### config.mk
export PLATFORM = sky130hd
export DESIGN_NAME = dbcs_character_segmenter_core
export DESIGN_NICKNAME = d
export VERILOG_FILES = /design/src/rtl/core/dbcs_pkg.sv /design/src/rtl/core/dbcs_character_segmenter_core.sv
export SDC_FILE = /design/constraint.sdc
export NUM_CORES = 1
export LEC_CHECK = 0
export BUFFER_PORTS_ARGS = -buffer_cell sky130_fd_sc_hd__buf_4
export CAP_MARGIN = 5
export CORE_MARGIN = 2
export CORE_UTILIZATION = 50
export DETAILED_ROUTE_END_ITERATION = 16
export PLACE_DENSITY_LB_ADDON = 0.12
export SYNTH_ARGS = -nofsm -noshare
export SYNTH_HDL_FRONTEND = slang
export SYNTH_SLANG_ARGS = --single-unit
### constraint.sdc
create_clock -name clk -period 5.8 [get_ports clk]
set_clock_uncertainty 0.2 [all_clocks]
set_input_delay 0.58 -clock clk [delete_from_list [all_inputs] [get_ports clk]]
set_output_delay 0.58 -clock clk [all_outputs]
set_load 0.05 [all_outputs]
### src/rtl/core/dbcs_pkg.sv
`timescale 1ns / 1ps
// ----------------------------------------------------------------------------
// dbcs_pkg
// Types, constants and lead/trail byte rules for the character segmenter.
// ----------------------------------------------------------------------------
package dbcs_pkg;

    localparam int OFFSET_W   = 15;
    localparam int FIFO_DEPTH = 4;
    localparam int FIFO_AW    = $clog2(FIFO_DEPTH);

    localparam logic [OFFSET_W-1:0] OFFSET_MAX = {OFFSET_W{1'b1}};

    localparam logic [7:0] ESCAPE_BYTE = 8'h7c;

    typedef enum logic [2:0] {
        ENC_NONE  = 3'd0,
        ENC_SJIS  = 3'd1,
        ENC_BIG5  = 3'd2,
        ENC_GBK   = 3'd3,
        ENC_JOHAB = 3'd4,
        ENC_THAI  = 3'd5
    } encoding_t;

    typedef struct packed {
        logic [7:0] byte_value;
        logic       end_of_string;
    } in_item_t;

    typedef struct packed {
        logic [15:0]         char_code;
        logic                is_double;
        logic [OFFSET_W-1:0] char_offset;
        logic                last_of_step;
    } out_item_t;

    function automatic logic in_rng(input logic [7:0] v, input logic [7:0] lo,
                                    input logic [7:0] hi);
        return (v >= lo) && (v <= hi);
    endfunction

    function automatic logic escape_letter(input logic [7:0] b);
        return (b == "i") || (b == "b") || (b == "u") || (b == "k") || (b == "p") ||
               (b == "r") || (b == "l") || (b == "c") || (b == "t") || (b == "n");
    endfunction

    function automatic logic forms_pair(input logic [7:0] lead, input logic [7:0] trail,
                                        input encoding_t enc);
        logic ok;
        ok = 1'b0;
        case (enc)
            ENC_SJIS:
                ok = (in_rng(lead, 8'h81, 8'h9f) || in_rng(lead, 8'he0, 8'hfe)) &&
                     in_rng(trail, 8'h40, 8'hfc) && (trail != 8'h7f);
            ENC_BIG5:
                ok = in_rng(lead, 8'ha1, 8'hfe) && in_rng(trail, 8'ha1, 8'hfe);
            ENC_GBK:
                ok = in_rng(lead, 8'h81, 8'hfe) &&
                     (in_rng(trail, 8'h40, 8'h7e) || in_rng(trail, 8'ha1, 8'hfe));
            ENC_JOHAB:
                ok = in_rng(lead, 8'h81, 8'hfe) &&
                     (in_rng(trail, 8'h41, 8'h5a) || in_rng(trail, 8'h61, 8'h7a) ||
                      in_rng(trail, 8'h81, 8'hfe));
            ENC_THAI:
                ok = (in_rng(lead, 8'h84, 8'hd3) || in_rng(lead, 8'hd8, 8'hde) ||
                      in_rng(lead, 8'he0, 8'hf9)) &&
                     (in_rng(trail, 8'h41, 8'h7e) || in_rng(trail, 8'h81, 8'hfe));
            default:
                ok = 1'b0;
        endcase
        if ((lead == ESCAPE_BYTE) && escape_letter(trail))
        begin
            ok = 1'b1;
        end
        if (lead == 8'h00)
        begin
            ok = 1'b0;
        end
        return ok;
    endfunction

    // saturating offset advance
    function automatic logic [OFFSET_W-1:0] adv_offset(input logic [OFFSET_W-1:0] off,
                                                       input logic [1:0] n);
        logic [OFFSET_W:0] sum;
        sum = {1'b0, off} + {{(OFFSET_W-1){1'b0}}, n};
        return (sum > {1'b0, OFFSET_MAX}) ? OFFSET_MAX : sum[OFFSET_W-1:0];
    endfunction

endpackage

### src/rtl/core/dbcs_character_segmenter_core.sv
`timescale 1ns / 1ps
// ----------------------------------------------------------------------------
// dbcs_character_segmenter_core
// Splits a byte stream into single- and double-byte characters.
// ----------------------------------------------------------------------------
// Channel   Direction  Handshake          Payload
// in        sink       in_valid/in_stall  in_item_t  (byte, end of string)
// out       source     out_valid/out_stall out_item_t (code, double, offset, last)
// cfg       sink       cfg_we             cfg_data   (encoding, above 5 gives none)
//
// One byte per cycle is accepted while in_stall is low; results enter a
// 4-entry output queue the same cycle and leave one per cycle while out_stall
// is low. in_stall rises while fewer than two queue slots are free, so a byte
// that yields two results (end of string with an unpaired held byte) fits.
// Reset clears the held byte, the offset, the queue and the encoding (none).
// ----------------------------------------------------------------------------
module dbcs_character_segmenter_core
    import dbcs_pkg::*;
(
    input  logic      clk,
    input  logic      rst_n,
    input  logic      cfg_we,
    input  logic [2:0] cfg_data,
    input  logic      in_valid,
    output logic      in_stall,
    input  in_item_t  in_data,
    output logic      out_valid,
    input  logic      out_stall,
    output out_item_t out_data
);

    encoding_t           enc_reg;
    logic [7:0]          pend_byte_reg,  pend_byte_next;
    logic                pend_valid_reg, pend_valid_next;
    logic [OFFSET_W-1:0] pend_off_reg,   pend_off_next;

    out_item_t           fifo_reg [FIFO_DEPTH];
    logic [FIFO_AW-1:0]  wr_ptr_reg, wr_ptr_next;
    logic [FIFO_AW-1:0]  rd_ptr_reg, rd_ptr_next;
    logic [FIFO_AW:0]    count_reg,  count_next;

    logic                accept;
    logic                pop;
    logic                pair;
    logic [OFFSET_W-1:0] off_after;
    out_item_t           res0, res1;
    logic [1:0]          n_res;

    assign accept    = in_valid && !in_stall;
    assign out_valid = (count_reg != '0);
    assign pop       = out_valid && !out_stall;
    assign in_stall  = (count_reg > (FIFO_AW+1)'(FIFO_DEPTH - 2));
    assign out_data  = fifo_reg[rd_ptr_reg];

    assign pair = pend_valid_reg && forms_pair(pend_byte_reg, in_data.byte_value, enc_reg);

    always_comb
    begin
        res0            = '0;
        res1            = '0;
        n_res           = 2'd0;
        pend_byte_next  = pend_byte_reg;
        pend_valid_next = pend_valid_reg;
        pend_off_next   = pend_off_reg;
        off_after       = pend_off_reg;

        if (pair)
        begin
            res0.char_code    = {pend_byte_reg, in_data.byte_value};
            res0.is_double    = 1'b1;
            res0.char_offset  = pend_off_reg;
            res0.last_of_step = 1'b1;
            n_res             = 2'd1;
            pend_valid_next   = 1'b0;
            pend_off_next     = in_data.end_of_string ? '0 : adv_offset(pend_off_reg, 2'd2);
        end
        else
        begin
            if (pend_valid_reg)
            begin
                res0.char_code    = {8'h00, pend_byte_reg};
                res0.is_double    = 1'b0;
                res0.char_offset  = pend_off_reg;
                res0.last_of_step = !in_data.end_of_string;
                n_res             = 2'd1;
                off_after         = adv_offset(pend_off_reg, 2'd1);
            end
            if (in_data.end_of_string)
            begin
                res1.char_code    = {8'h00, in_data.byte_value};
                res1.is_double    = 1'b0;
                res1.char_offset  = off_after;
                res1.last_of_step = 1'b1;
                // single result goes in the first slot when nothing was held
                if (!pend_valid_reg)
                begin
                    res0 = res1;
                end
                n_res           = n_res + 2'd1;
                pend_valid_next = 1'b0;
                pend_byte_next  = 8'h00;
                pend_off_next   = '0;
            end
            else
            begin
                pend_byte_next  = in_data.byte_value;
                pend_valid_next = 1'b1;
                pend_off_next   = off_after;
            end
        end
    end

    always_comb
    begin
        wr_ptr_next = wr_ptr_reg;
        rd_ptr_next = rd_ptr_reg;
        count_next  = count_reg;
        if (accept)
        begin
            wr_ptr_next = wr_ptr_reg + FIFO_AW'(n_res);
            count_next  = count_next + (FIFO_AW+1)'(n_res);
        end
        if (pop)
        begin
            rd_ptr_next = rd_ptr_reg + 1'b1;
            count_next  = count_next - 1'b1;
        end
    end

    always_ff @(posedge clk or negedge rst_n)
    begin
        if (!rst_n)
        begin
            enc_reg        <= ENC_NONE;
            pend_byte_reg  <= 8'h00;
            pend_valid_reg <= 1'b0;
            pend_off_reg   <= '0;
            wr_ptr_reg     <= '0;
            rd_ptr_reg     <= '0;
            count_reg      <= '0;
        end
        else
        begin
            if (cfg_we)
            begin
                enc_reg <= (cfg_data > ENC_THAI) ? ENC_NONE : encoding_t'(cfg_data);
            end
            if (accept)
            begin
                pend_byte_reg  <= pend_byte_next;
                pend_valid_reg <= pend_valid_next;
                pend_off_reg   <= pend_off_next;
            end
            wr_ptr_reg <= wr_ptr_next;
            rd_ptr_reg <= rd_ptr_next;
            count_reg  <= count_next;
        end
    end

    // queue storage, no reset needed
    always_ff @(posedge clk)
    begin
        if (accept && (n_res != 2'd0))
        begin
            fifo_reg[wr_ptr_reg] <= res0;
        end
        if (accept && (n_res == 2'd2))
        begin
            fifo_reg[wr_ptr_reg + 1'b1] <= res1;
        end
    end

endmodule
==> results.md <==
- Status: complete, no violations
- Peak VDD IR: 0.3343 mV
- Post-CTS Setup Bufs: 0
- Max-slew headroom: 0.2479
- Number of max-cap violations: 0
- Drt pass-1 iters: 5
- Syn Area/Cell: 11.07 um^2
- Vias post-DR: 6814
- Startpoint types: register
- Xor and xnor fraction of the mapped netlist area: 0.01408
- Netlist cell types: 69
- Pin count of the biggest net entering global routing: 35
- Synth area leaders: edfxtp_1, dfrtp_1, mux4_2, dfxtp_1, a22o_1
- Worst-path cell with the longest stage delay: dfrtp_1
- Initial Utilization: 0.5071
- Synth Area in Compound Gates: 0.2041
- Final non-filler cell total: 1033
- Final setup vio count: 0
- CTS Buf Count: 17
- Max reg flops: 132
- Actual slew at the worst max-slew pin: 1127 ps
- Peak fanout along the critical path: 18
- Clock transition at path regs: 60 ps
- Dpl cells: 1000
- Global routing usage on met3: 0.07457
- Share of cells above drive strength 1: 0.1782
- Die area: 18490 um^2
- Post-synthesis mux area share: 0.09223
- Adder-Cell Fraction of Synth Area: 0.01508
- Worst Setup End Kind: register
- RSZ-0062 raised after global routing: no
- CTS Buffer Depth: 2
- First-pass GRT wire length: 37770 um
- Hold crit path type: in2reg
- Met1 Use GR: 0.4028
- WP data required: 5790 ps
- I/O pin cnt: 52
- Minimum clock period: 4364 ps
- Core ar.: 17180 um^2
- YS warnings: 0
- Worst-Skew Late Latency: 430 ps
- Synthesized Nets: 813
- Post-synthesis sequential area ratio: 0.5114
- Initial antenna violation count: 0
- Simple-gate area share of the yosys netlist: 0.1212
- Die Wd: 136.0 um
- Synth Cell Area: 8710 um^2
- Final hold vios: 0
- Num rows: 48
- Clk sinks: 166
- Main flop type after synthesis: edfxtp_1
- DRC: 0
- Critical Path, Cell by Cell: nor2_1, a2111oi_0, nand3_1, o211ai_4, a21oi_1, nor2_1, inv_1, buf_4
- Area grow syn2layout: 11.62%
- EDFF count, synth: 96
- P per Cell Area: 440.2 nW/um^2
- WP data arrival: 4350 ps
- Ys async rst share: 0.2048
- Fin Setup TNS: 0 ps
- Diodes inserted: 0
- Vias per inst: 6.596
- Initial DRC count: 780
- Commonest cells post-synth: edfxtp_1, nand2_1, a22o_1
- Fin crit share: 0.7524
- Busiest layer in global routing: met1
- Met2 global-route usage: 0.3847
- Vias in the first global route: 6491
- Seq cells post-synth: 166
- Die height: 136.0 um
- Htree depth: 4
- Top-count cell post-synth: edfxtp_1
- IO Port Bufs: 51
- CTS tree: yes
- HPWL Detailed: 15800 um
- Grt ovf: 0
- Post-synth top area share: 0.3310
- Slowest cell delay on critical path: 710 ps
- Post-route ant nets: 0
- Avg WL per Cell: 23.15 um
- Max Slew Vio Count: 0
- CTS root buf: clkbuf_16
- CP dominant cell by count: nor2_1
- GR Util All Layers: 0.2701
- Leakage dissipation: 3.530 nW
- Fmax: 0.2291 GHz
- Critical path type: reg2reg
- Yosys top cell by area: edfxtp_1
- Largest family of logic cells by synthesized area: compound AO/OA/AOI/OAI gates
- Post-Synthesis Cells: 787
- Final nets: 821
- Routed WL: 23910 um
- Placer Congestion: 0.9246
==> report_power, final <==
part	internal (mW)	switching, mW
registers	1.40	0.258
logic	0.539	0.986
clock network	0.620	0.475
total	2.56	1.72
==> per-stage QoR <==
stage	cell area (um^2)	hold slack [ps]	power, mW	util	setup slack (ps)
6_report	9722	154.8	4.280	0.5660	1436
5_1_grt	9722	180.3	4.470	0.5660	1114
2_1_floorplan	8710	84.41	2.770	-	1674
3_5_place_dp	9146	255.3	3.206	0.5325	1347
3_3_place_gp	9146	253.3	3.172	0.5325	1424
4_1_cts	9722	148.5	4.288	0.5660	1445
==> layout make-up <==
type | instances | area [um^2]
flip-flops and latches | 166 | 4456
multi-input cells | 530 | 3891
clock buffers | 24 | 508.0
inverters | 20 | 75.07
clock inverters | 8 | 57.56
well taps | 225 | 281.5
fillers | 1508 | 7455
repair buffers | 60 | 452.9
==> repair_timing <==
| item | in CTS | in global routing |
|---|---|---|
| resized for setup | 0 | 0 |
| hold endpoints to repair | 34 | 0 |
| hold buffers | 1 | 0 |
==> cell usage in the layout (no fill, tap or decap), drive strengths merged, types with 14 or more instances in the layout <==
cell     n
a21oi   25
a22o    67
buf     59
clkbuf  24
dfrtp   34
dfxtp   36
edfxtp  96
inv     25
mux4    33
nand2   85
nand3   20
nor2    45
nor3    14
o21ai   32
o22ai   61
==> critical path: cells and delay by family, from the launching register on <==
kind	cells	cell delay, ps
buf+inv	2	1000
compound gates	3	1120
flops	1	710
simple gates	3	1080
==> metal layers <==
metal,vias up,share of wire
met2,380,0.44
met3,26,0.094
met5,-,0
met1,3329,0.45
li1,3079,-
met4,0,0.0088
==> cells by family (layout without fill, tap and decap cells) <==
| group | after synthesis | in the layout |
|---|---|---|
| muxes | 39 | 39 |
| buffers and inverters | 91 | 112 |
| adders and majority gates | 10 | 10 |
| xor gates and xnor gates | 14 | 14 |
| AOI/OAI and AO/OA | 247 | 247 |
| DFF | 166 | 166 |
| and+or+nand+nor | 220 | 220 |
==> path summary, 6_finish.rpt <==
kind / end / slack (ps) / startpoint / depth (start not counted)
setup / recovery: fifo_reg[3][23] / 1440 / pend_byte_reg[6] / 8
hold / removal: enc_reg[0] / 150 / cfg_we / 2
setup reg to reg: fifo_reg[3][23] / 1440 / pend_byte_reg[6] / 8
hold reg to reg: fifo_reg[2][31] / 280 / fifo_reg[2][31] / 1
max in group asynchronous: rd_ptr_reg[0] / 4600 / rst_n / 2
min in group asynchronous: pend_off_reg[12] / 440 / rst_n / 2
Power figures use the tool's default switching activity.
